### src/rtl/core/uer_pkg.sv
// Shared types and constants for the ultrasonic echo ranger.
// No dependencies; used by rtl/core/ultrasonic_echo_ranger.sv.
package uer_pkg;

  // trigger pulse shape, in ticks
  localparam int unsigned TRIG_LOW_TICKS  = 2;
  localparam int unsigned TRIG_HIGH_TICKS = 10;

  localparam int unsigned CNT_W  = 17;
  localparam int unsigned DIST_W = 14;
  localparam int unsigned TMO_W  = 16;
  localparam int unsigned STAT_W = 3;
  localparam int unsigned ADDR_W = 5;
  localparam int unsigned DATA_W = 32;

  localparam logic [CNT_W-1:0]  CNT_MAX  = '1;
  localparam logic [DIST_W-1:0] DIST_MAX = '1;

  // width*17 fits in 22 bits; floor(x/100) = (x*DIV_MUL) >> DIV_SHIFT for x < 2^22
  localparam int unsigned PROD_W    = 22;
  localparam int unsigned MUL_W     = 23;
  localparam int unsigned DIV_SHIFT = 29;
  localparam logic [MUL_W-1:0] DIV_MUL = 23'd5368710;

  typedef enum logic [2:0] {
    PH_IDLE  = 3'd0,
    PH_TLOW  = 3'd1,
    PH_THIGH = 3'd2,
    PH_WAIT  = 3'd3,
    PH_MEAS  = 3'd4
  } phase_t;

  localparam logic [STAT_W-1:0] ST_OK     = 3'd0;
  localparam logic [STAT_W-1:0] ST_NOINIT = 3'd1;
  localparam logic [STAT_W-1:0] ST_NORISE = 3'd2;
  localparam logic [STAT_W-1:0] ST_STUCK  = 3'd3;
  localparam logic [STAT_W-1:0] ST_RANGE  = 3'd4;

  // register index = paddr[4:2]
  localparam logic [2:0] REG_ENABLE   = 3'd0;
  localparam logic [2:0] REG_MIN_DIST = 3'd1;
  localparam logic [2:0] REG_MAX_DIST = 3'd2;
  localparam logic [2:0] REG_RISE_TMO = 3'd3;
  localparam logic [2:0] REG_ECHO_TMO = 3'd4;

  typedef struct packed {
    logic              trig_level;
    logic              busy_res;
    logic              done_res;
    logic [DIST_W-1:0] distance;
    logic [STAT_W-1:0] status;
  } res_t;

endpackage

### src/rtl/core/ultrasonic_echo_ranger.sv
// Ultrasonic echo ranger: trigger/echo sensor controller, one request per microsecond tick.
// Each result is registered into the result register, or into the skid entry while the output is held.
// Throughput: one request per cycle unless stalled; phase update is a single registered step per request,
// with a two-entry output buffer (result register plus skid); requests stall only when both are full.
// Reset (rst, synchronous): phase idle, counter 0, status uninitialized, registers to defaults.
module ultrasonic_echo_ranger (
  input  logic                          clk,
  input  logic                          rst,
  // request channel
  input  logic                          req_valid,
  output logic                          req_stall,
  input  logic                          start_req,
  input  logic                          echo_level,
  // result channel
  output logic                          res_valid,
  input  logic                          res_stall,
  output logic                          trig_level,
  output logic                          busy_res,
  output logic                          done_res,
  output logic [uer_pkg::DIST_W-1:0]    distance,
  output logic [uer_pkg::STAT_W-1:0]    status,
  // configuration port
  input  logic                          psel,
  input  logic                          penable,
  input  logic                          pwrite,
  input  logic [uer_pkg::ADDR_W-1:0]    paddr,
  input  logic [uer_pkg::DATA_W-1:0]    pwdata,
  output logic [uer_pkg::DATA_W-1:0]    prdata,
  output logic                          pready
);

  // ---------------- configuration registers ----------------
  logic                       enable;
  logic [uer_pkg::DIST_W-1:0] min_distance;
  logic [uer_pkg::DIST_W-1:0] max_distance;
  logic [uer_pkg::TMO_W-1:0]  rise_timeout;
  logic [uer_pkg::TMO_W-1:0]  echo_timeout;
  logic                       cfg_wr;
  logic [2:0]                 cfg_idx;

  assign pready  = 1'b1;
  assign cfg_idx = paddr[4:2];
  assign cfg_wr  = psel & penable & pwrite & pready;

  always_ff @(posedge clk) begin
    if (rst) begin
      enable       <= 1'b0;
      min_distance <= 14'd20;
      max_distance <= 14'd4000;
      rise_timeout <= 16'd1000;
      echo_timeout <= 16'd23200;
    end else if (cfg_wr) begin
      case (cfg_idx)
        uer_pkg::REG_ENABLE:   enable       <= pwdata[0];
        uer_pkg::REG_MIN_DIST: min_distance <= pwdata[uer_pkg::DIST_W-1:0];
        uer_pkg::REG_MAX_DIST: max_distance <= pwdata[uer_pkg::DIST_W-1:0];
        uer_pkg::REG_RISE_TMO: rise_timeout <= pwdata[uer_pkg::TMO_W-1:0];
        uer_pkg::REG_ECHO_TMO: echo_timeout <= pwdata[uer_pkg::TMO_W-1:0];
        default: ;
      endcase
    end
  end

  always_comb begin
    case (cfg_idx)
      uer_pkg::REG_ENABLE:   prdata = {31'd0, enable};
      uer_pkg::REG_MIN_DIST: prdata = {18'd0, min_distance};
      uer_pkg::REG_MAX_DIST: prdata = {18'd0, max_distance};
      uer_pkg::REG_RISE_TMO: prdata = {16'd0, rise_timeout};
      uer_pkg::REG_ECHO_TMO: prdata = {16'd0, echo_timeout};
      default:               prdata = '0;
    endcase
  end

  // ---------------- handshake / output buffer ----------------
  logic          accept;
  logic          res_take;
  logic          skid_valid;
  uer_pkg::res_t res_q;
  uer_pkg::res_t skid_q;
  uer_pkg::res_t res_next;

  assign req_stall = skid_valid;
  assign accept    = req_valid & ~req_stall;
  assign res_take  = res_valid & ~res_stall;

  always_ff @(posedge clk) begin
    if (rst) begin
      res_valid  <= 1'b0;
      skid_valid <= 1'b0;
    end else if (skid_valid) begin
      if (res_take) begin
        skid_valid <= 1'b0;
      end
    end else if (accept) begin
      if (res_valid && !res_take) begin
        skid_valid <= 1'b1;
      end else begin
        res_valid <= 1'b1;
      end
    end else if (res_take) begin
      res_valid <= 1'b0;
    end
  end

  always_ff @(posedge clk) begin
    if (skid_valid) begin
      if (res_take) begin
        res_q <= skid_q;
      end
    end else if (accept) begin
      if (res_valid && !res_take) begin
        skid_q <= res_next;
      end else begin
        res_q <= res_next;
      end
    end
  end

  assign trig_level = res_q.trig_level;
  assign busy_res   = res_q.busy_res;
  assign done_res   = res_q.done_res;
  assign distance   = res_q.distance;
  assign status     = res_q.status;

  // ---------------- measurement state ----------------
  uer_pkg::phase_t             phase, phase_next;
  logic [uer_pkg::CNT_W-1:0]   tick_count, tick_count_next;
  logic [uer_pkg::STAT_W-1:0]  last_status, last_status_next;

  always_ff @(posedge clk) begin
    if (rst) begin
      phase       <= uer_pkg::PH_IDLE;
      tick_count  <= '0;
      last_status <= uer_pkg::ST_NOINIT;
    end else if (accept) begin
      phase       <= phase_next;
      tick_count  <= tick_count_next;
      last_status <= last_status_next;
    end
  end

  // distance = floor(width*17/100), saturated to 14 bits
  logic [uer_pkg::PROD_W-1:0]              width17;
  logic [uer_pkg::PROD_W+uer_pkg::MUL_W-1:0] div_prod;
  logic [uer_pkg::PROD_W+uer_pkg::MUL_W-uer_pkg::DIV_SHIFT-1:0] quot;
  logic [uer_pkg::DIST_W-1:0]              dist_sat;
  logic                                    dist_bad;

  assign width17  = {tick_count, 4'd0} + uer_pkg::PROD_W'(tick_count);
  assign div_prod = width17 * uer_pkg::DIV_MUL;
  assign quot     = div_prod[uer_pkg::PROD_W+uer_pkg::MUL_W-1:uer_pkg::DIV_SHIFT];
  assign dist_sat = (quot > {2'b00, uer_pkg::DIST_MAX}) ? uer_pkg::DIST_MAX
                                                       : quot[uer_pkg::DIST_W-1:0];
  assign dist_bad = (dist_sat < min_distance) || (dist_sat > max_distance);

  logic [uer_pkg::CNT_W-1:0] cnt_inc;
  logic [uer_pkg::CNT_W-1:0] echo_tmo_x;
  logic [uer_pkg::CNT_W-1:0] rise_tmo_x;

  assign cnt_inc    = (tick_count == uer_pkg::CNT_MAX) ? uer_pkg::CNT_MAX : tick_count + 1'b1;
  assign echo_tmo_x = {1'b0, echo_timeout};
  assign rise_tmo_x = {1'b0, rise_timeout};

  always_comb begin
    logic                      done;
    logic                      trig;
    logic [uer_pkg::DIST_W-1:0] dist_val;
    phase_next       = phase;
    tick_count_next  = tick_count;
    last_status_next = last_status;
    done             = 1'b0;
    trig             = 1'b0;
    dist_val         = '0;
    case (phase)
      uer_pkg::PH_IDLE: begin
        if (start_req) begin
          if (!enable) begin
            last_status_next = uer_pkg::ST_NOINIT;
            done             = 1'b1;
          end else if (uer_pkg::CNT_W'(1) >= uer_pkg::CNT_W'(uer_pkg::TRIG_LOW_TICKS)) begin
            phase_next      = uer_pkg::PH_THIGH;
            tick_count_next = '0;
          end else begin
            phase_next      = uer_pkg::PH_TLOW;
            tick_count_next = uer_pkg::CNT_W'(1);
          end
        end
      end
      uer_pkg::PH_TLOW: begin
        if (cnt_inc >= uer_pkg::CNT_W'(uer_pkg::TRIG_LOW_TICKS)) begin
          phase_next      = uer_pkg::PH_THIGH;
          tick_count_next = '0;
        end else begin
          tick_count_next = cnt_inc;
        end
      end
      uer_pkg::PH_THIGH: begin
        trig = 1'b1;
        if (cnt_inc >= uer_pkg::CNT_W'(uer_pkg::TRIG_HIGH_TICKS)) begin
          phase_next      = uer_pkg::PH_WAIT;
          tick_count_next = '0;
        end else begin
          tick_count_next = cnt_inc;
        end
      end
      uer_pkg::PH_WAIT: begin
        if (echo_level) begin
          // rising tick counts as width 1; a zero echo timeout fails at once
          if (echo_tmo_x == '0) begin
            last_status_next = uer_pkg::ST_STUCK;
            phase_next       = uer_pkg::PH_IDLE;
            tick_count_next  = '0;
            done             = 1'b1;
          end else begin
            phase_next      = uer_pkg::PH_MEAS;
            tick_count_next = uer_pkg::CNT_W'(1);
          end
        end else if (cnt_inc > rise_tmo_x) begin
          last_status_next = uer_pkg::ST_NORISE;
          phase_next       = uer_pkg::PH_IDLE;
          tick_count_next  = '0;
          done             = 1'b1;
        end else begin
          tick_count_next = cnt_inc;
        end
      end
      uer_pkg::PH_MEAS: begin
        if (echo_level) begin
          if (cnt_inc > echo_tmo_x) begin
            last_status_next = uer_pkg::ST_STUCK;
            phase_next       = uer_pkg::PH_IDLE;
            tick_count_next  = '0;
            done             = 1'b1;
          end else begin
            tick_count_next = cnt_inc;
          end
        end else begin
          if (dist_bad) begin
            last_status_next = uer_pkg::ST_RANGE;
          end else begin
            last_status_next = uer_pkg::ST_OK;
            dist_val         = dist_sat;
          end
          phase_next      = uer_pkg::PH_IDLE;
          tick_count_next = '0;
          done            = 1'b1;
        end
      end
      default: begin
        phase_next      = uer_pkg::PH_IDLE;
        tick_count_next = '0;
      end
    endcase
    res_next.trig_level = trig;
    res_next.busy_res   = (phase_next != uer_pkg::PH_IDLE);
    res_next.done_res   = done;
    res_next.distance   = dist_val;
    res_next.status     = last_status_next;
  end

`ifndef SYNTHESIS
  // skid entry only fills behind a held result
  a_skid_behind_res: assert property (@(posedge clk) disable iff (rst)
    skid_valid |-> res_valid)
    else $error("skid holds a result while output register is empty");

  a_dist_only_ok: assert property (@(posedge clk) disable iff (rst)
    (res_valid && res_q.distance != '0) |->
      (res_q.done_res && res_q.status == uer_pkg::ST_OK))
    else $error("nonzero distance outside an ok completion");

  a_trig_while_busy: assert property (@(posedge clk) disable iff (rst)
    (res_valid && res_q.trig_level) |-> res_q.busy_res)
    else $error("trigger driven while idle");

  a_fall_ends_meas: assert property (@(posedge clk) disable iff (rst)
    (accept && phase == uer_pkg::PH_MEAS && !echo_level) |=> phase == uer_pkg::PH_IDLE)
    else $error("echo fall did not end the measurement");

  a_done_not_busy: assert property (@(posedge clk) disable iff (rst)
    (res_valid && res_q.done_res) |-> !res_q.busy_res)
    else $error("completion reported while still busy");
`endif

endmodule

### config.mk
export PLATFORM = sky130hd
export DESIGN_NAME = ultrasonic_echo_ranger
export DESIGN_NICKNAME = d
export VERILOG_FILES = /design/src/rtl/core/uer_pkg.sv /design/src/rtl/core/ultrasonic_echo_ranger.sv
export SDC_FILE = /design/constraint.sdc
export NUM_CORES = 1
export LEC_CHECK = 0
export ABC_CLOCK_PERIOD_IN_PS = 23400
export BUFFER_PORTS_ARGS = -buffer_cell sky130_fd_sc_hd__buf_2
export CAP_MARGIN = 20
export CORE_ASPECT_RATIO = 1.5
export CORE_MARGIN = 1.5
export CORE_UTILIZATION = 55
export DETAILED_ROUTE_END_ITERATION = 6
export GPL_TIMING_DRIVEN = 1
export PLACE_DENSITY = 0.74
export SYNTH_ARGS = -nofsm -noshare
export SYNTH_HDL_FRONTEND = slang
export SYNTH_SLANG_ARGS = --single-unit
### constraint.sdc
create_clock -name clk -period 23.4 [get_ports clk]
set_input_delay 4.68 -clock clk [delete_from_list [all_inputs] [get_ports clk]]
set_output_delay 4.68 -clock clk [all_outputs]
set_load 0.02 [all_outputs]
# ---- Yosys cells after proc, flatten, opt, wreduce, memory -nomap -nowiden
# Index checks and enable logic that the tools add are counted.
dict set report word_totals {
  reg_bits 126
  latch_bits 0
  ram_bits 0
  romBits 0
  in_bits 46
  wordCells 123
  memories 0
}
dict set report classes {
  n_addsub 2
  n_mul 1
  div_mod_pow 0
  order_cmp 7
  eq_ne 14
  shift 0
  mux 55
  n_bitwise 6
  n_reduce_logical 18
}
# cell count
set ops {}
lappend ops {{$mux 17} 9}
lappend ops {{$pmux 17 s5} 1}
lappend ops {{$mux 20} 4}
lappend ops {{$pmux 16 s5} 1}
lappend ops {{$mux 14} 4}
lappend ops {{$mux 3} 17}
lappend ops {{$mul 22x22->44 const B} 1}
lappend ops {{$gt 17x16->1} 2}
lappend ops {{$add 21x17->22} 1}
lappend ops {{$add 17x1->17 const B} 1}
lappend ops {{$eq 17x17->1 const B} 1}
lappend ops {{$ge 17x2->1 const B} 1}
lappend ops {{$ge 17x4->1 const B} 1}
lappend ops {{$logic_not 17->1} 1}
lappend ops {{$gt 16x14->1 const B} 1}
lappend ops {{$mux 1} 16}
lappend ops {{$pmux 3 s5} 1}
lappend ops {{$gt 14x14->1} 1}
lappend ops {{$lt 14x14->1} 1}
lappend ops {{$eq 3x2->1 const B} 4}
lappend ops {{$reduce_and 3->1} 4}
lappend ops {{$ne 2x2->1 const B} 5}
lappend ops {{$reduce_and 2->1} 5}
lappend ops {{$pmux 3 s3} 1}
lappend ops {{other kinds (11)} 19}

# ---- Depth between registers and ports, before layout
dict set report depth {
  word_depth 12
  depth_mapped 49
}

# ---- Least setup slack after synthesis
# Ideal clock, no wire load.
dict set report synth_timing {
  kind {input to output}
  from {input port paddr[3] (netlist name)}
  to {output port prdata[1] (netlist name)}
  arrival_time_ns 6.134
  required_time_ns 18.720
  path_slack_ns 12.586
  stages 5
  path_buffers 2
  cell_sequence {clkbuf_1 -> nor2b_1 -> clkbuf_1 -> a22oi_1 -> o21ai_0}
}
dict set report synth_between {
  elab_chain_len 2
}
# element line_no
set synth_rtl {}
lappend synth_rtl {{start, declared} ultrasonic_echo_ranger.sv:26} ;# input logic [uer_pkg::ADDR_W-1:0] paddr,
lappend synth_rtl {{$eq 3x3->1, or another cell as far along} ultrasonic_echo_ranger.sv:65} ;# case (cfg_idx)
lappend synth_rtl {{$pmux 16 s5 (*)} ultrasonic_echo_ranger.sv:65}
lappend synth_rtl {{end, declared} ultrasonic_echo_ranger.sv:28} ;# output logic [uer_pkg::DATA_W-1:0] prdata,
# Every way passes the cells marked *; elsewhere a longest branch is shown, timed or not.

# ---- Worst setup path after layout
dict set report layout_timing {
  from {register tick_count[2] (netlist name)}
  to {register res_q, in the netlist distance[6] (data pin)}
}
dict set report layout_between {
  elab_chain_len 12
}
# element line_no
set layout_rtl {}
lappend layout_rtl {{start, declared} ultrasonic_echo_ranger.sv:128} ;# logic [uer_pkg::CNT_W-1:0] tick_count, tick_count_next;
lappend layout_rtl {{start signal, assigned} ultrasonic_echo_ranger.sv:138} ;# tick_count <= tick_count_next;
lappend layout_rtl {{$add 21x17->22 (*)} ultrasonic_echo_ranger.sv:150} ;# assign width17 = {tick_count, 4'd0} + uer_pkg::PROD_W'(tick_count);
lappend layout_rtl {{$mul 22x22->44 (*)} ultrasonic_echo_ranger.sv:151} ;# assign div_prod = width17 * uer_pkg::DIV_MUL;
lappend layout_rtl {{$gt 16x14->1} ultrasonic_echo_ranger.sv:153} ;# assign dist_sat = (quot > {2'b00, uer_pkg::DIST_MAX}) ? uer_pkg::DIST_MAX
lappend layout_rtl {{$mux 14 (*)} ultrasonic_echo_ranger.sv:153}
lappend layout_rtl {{$lt 14x14->1 / $gt 14x14->1 (equally long branches)} ultrasonic_echo_ranger.sv:155} ;# assign dist_bad = (dist_sat < min_distance) || (dist_sat > max_distance);
lappend layout_rtl {{$logic_or 1x1->1} ultrasonic_echo_ranger.sv:155}
lappend layout_rtl {{$mux 14 (*)} ultrasonic_echo_ranger.sv:239} ;# if (dist_bad) begin
lappend layout_rtl {{$mux 14 (*)} ultrasonic_echo_ranger.sv:229} ;# if (echo_level) begin
lappend layout_rtl {{$mux 14 (*)} ultrasonic_echo_ranger.sv:175} ;# case (phase)
lappend layout_rtl {{$mux 20 (*)} ultrasonic_echo_ranger.sv:112} ;# if (res_valid && !res_take) begin
lappend layout_rtl {{$mux 20 (*)} ultrasonic_echo_ranger.sv:111} ;# end else if (accept) begin
lappend layout_rtl {{$mux 20 (*)} ultrasonic_echo_ranger.sv:107} ;# if (skid_valid) begin
lappend layout_rtl {{end signal, assigned} ultrasonic_echo_ranger.sv:109} ;# res_q <= skid_q;
lappend layout_rtl {{end signal, assigned} ultrasonic_echo_ranger.sv:115} ;# res_q <= res_next;
lappend layout_rtl {{end, declared} ultrasonic_echo_ranger.sv:79} ;# uer_pkg::res_t res_q;
# Every way passes the cells marked *; elsewhere a longest branch is shown, timed or not. The select of a mux whose other input is x is not followed.
# A chain may end at the register's enable or synchronous reset.

==> run metrics <==
status=completed; CP endpoint kind=flop; LEAKAGE=0.009945 µW; Post-CTS Setup Inserts=0; Seq. cell area=2923 µm²; Worst-Margin Slew=1.075 ns; Slew Limit Fails=0; initial DRC count=808; Fillers=2,748; crit-path max FO=21; clock buffer depth=2; reg-to-reg slack, setup=10.26 ns; mapped cell area=17,330 µm²; slowest stage delay, CP=0.87 ns; Area Growth Syn to Fin=7.596%; TritonCTS clock tree=yes; post-route ant nets=0; later-pin clock latency in the skew report=0.43 ns; fraction of registers with async set/reset=0%; Global Route Usage Sum=30.79%; delay-heaviest family, CP=adder cells; first-pass GRT wire length=76.33 mm; initial antenna violation count=0; Clk pin slew, worst setup/hold paths=0.06 ns; Post-synth EDFFs=40; vias in the first global route=14,873; Psw=155.4 µW; vias=14,096; Hold Violations, Final=0; sequential share of the synthesized area=16.87%; Post-Route Utilization=60.07%; Inserted Diodes=0; combinational power share=12.2%; largest area contributor in the netlist=ha_1; normalized max-slew margin=28.01%; io pins=101; internal power=431.6 µW; top cells by area, synth=ha_1 (21%), fa_1 (20%), dfxtp_1 (9.9%), inv_1 (8.3%), edfxtp_1 (6.9%); VDD IR-drop max=66.62 µV; post-cts resize count=0; yosys synthesis warning count=0; top post-synthesis cells by count=inv_1 (382), ha_1 (294), nand2_1 (204), fa_1 (170), a21oi_1 (120); clock sink total=126; area of the multi-input gates=12,680 µm²; placed instance area=18,010 µm²; Final Skew=0.006046 ns; Critical R2R Launch=tick_count[2]; Final period util=56.15%; # setup viols final=0; R2R cell count=38; Sw Share=26.47%; total gr overflow=0; CP required=23.63 ns; Max-Cap Viols=0; Yosys cell types=76; hpwl dp=40.89 mm; DRC violations left=0; Final nets=2,552; DRT Pass-1 Iters=7; sequential group share of total power=40.0%; Avg Cell Area, Syn=8.673 µm²; CTS root buffer=clkbuf_16; Final Critical Period=13.14 ns; RSZ-0062 raised after global routing=no; fin area=18,650 µm²; H-tree depth=4; buffer and inverter count on the worst path=4; Cells after Synth=1,998; Starting Density=55.83%; Final GP Congestion=0.9589; Setup TNS Final=0 ns; arrival time worst endpoint=13.37 ns; Die Height=220.4 µm; CP startpoint kind=flop; power density over the cells=31.48 nW/µm²; hold-fix buffers at CTS=0; count leader, synth=inv_1; CTS buffer count=17; DR vias/cell=5.730; full die area=32,600 µm²; Rows=79; f_max=76.11 MHz; Most used DFF post-synth=dfxtp_1; CP Class=flop to flop; WL/cell=19.71 µm; Hold Path Class=flop to flop; layout cells sized above 1=7.202%; cell count along the critical path=38; Die X=147.9 µm; PortBufs=65; largest net degree at the start of global routing=69; Clk pwr share=47.7%; r2r endpoint=distance[6]; Setup crit end=distance[6]; Core ar.=31,040 µm²; Critical Path Start=tick_count[2]; Synth top area share=21.23%; flops & latches, synth=126; Crit-path slowest cell=a211oi_1; Total Wirelength=48.48 mm
[worst min-delay path by stage]
stage	startpoint	endpoint	depth (start not counted)
5_1_grt	min_distance[7]	min_distance[7]	2
3_5_place_dp	min_distance[10]	min_distance[10]	2
4_1_cts	min_distance[10]	min_distance[10]	2
6_report	min_distance[8]	min_distance[8]	2
3_3_place_gp	min_distance[3]	min_distance[3]	2
2_1_floorplan	min_distance[10]	min_distance[10]	2
[worst reg2reg max path, delay by kind of cell, from the launching register on]
| family | cells | cell delay (ns) |
|---|---|---|
| AOI/OAI and AO/OA | 15 | 3.96 |
| xor gates and xnor gates | 1 | 0.71 |
| adders and majority gates | 10 | 4.29 |
| buffers and inverters | 4 | 0.59 |
| DFF | 1 | 0.73 |
| and+or+nand+nor | 8 | 2.64 |
[logic make-up (layout without fill, tap and decap cells)]
group | after synthesis | count (layout) | synth area share (%)
other cells | 2 | 17 | 0.04334
flops | 126 | 126 | 16.87
mux | 11 | 11 | 0.6715
fa+ha+maj | 464 | 464 | 40.87
xor+xnor | 61 | 61 | 3.242
simple gates | 507 | 507 | 13.83
buf+inv | 456 | 498 | 10.35
compound gates | 371 | 371 | 14.13
[cell type report]
class / instances / area share [%]
sequential: 126 / 15.68
clock inverter: 15 / 1.047
inverter: 385 / 7.751
tap: 405 / 2.718
multi-input combinational: 1431 / 67.99
timing repair buffer: 81 / 2.537
clock buffer: 17 / 2.282
[flip-flops by register name (all words and copies together), names as in the netlist, 14 cells and up]
name / count
skid_q: 20
tick_count: 17
echo_timeout: 16
rise_timeout: 16
distance: 14
max_distance: 14
min_distance: 14
[layout by cell type (no fill, tap or decap), types with 24 or more instances in the layout]
cell type,instances
dfxtp_1,86
o21ai_0,78
ha_1,294
a211o_1,25
xnor2_1,40
nor2_1,113
edfxtp_1,40
fa_1,170
inv_1,382
a21oi_1,119
buf_2,65
nand3_1,28
nand4_1,24
a21o_1,25
nand2_1,204
[through the flow]
| step | power, µW | std cells | hold WS, ns | setup WS (ns) |
|---|---|---|---|---|
| 2_1_floorplan | 288.0 | 2013 | 0.4363 | 12.59 |
| 3_3_place_gp | 308.4 | 2426 | 0.4410 | 10.15 |
| 3_5_place_dp | 310.1 | 2427 | 0.4465 | 10.39 |
| 4_1_cts | 587.9 | 2459 | 0.4543 | 10.34 |
| 5_1_grt | 605.5 | 2460 | 0.4718 | 9.690 |
| 6_report | 587.0 | 2460 | 0.4540 | 10.26 |
[power groups by stage]
stage | Sequential [µW] | Combinational (µW) | Clock, µW
after global routing | 235 | 79.7 | 291
after CTS | 235 | 71.1 | 282
after global placement | 239 | 69.0 | 0
after detailed placement | 240 | 70.5 | 0
after floorplan | 242 | 45.7 | 0
final | 235 | 71.9 | 280
[layer usage]
layer  vias to the layer above  track usage (%)  share of wire (%)
li1                       6722                -                  -
met1                      6712            31.67                 36
met2                       482            57.77                 53
met3                       180            3.361                3.8
met4                         0            22.05                7.7
met5                         -                0                  0
No activity file was read; power rests on OpenSTA's default activity.
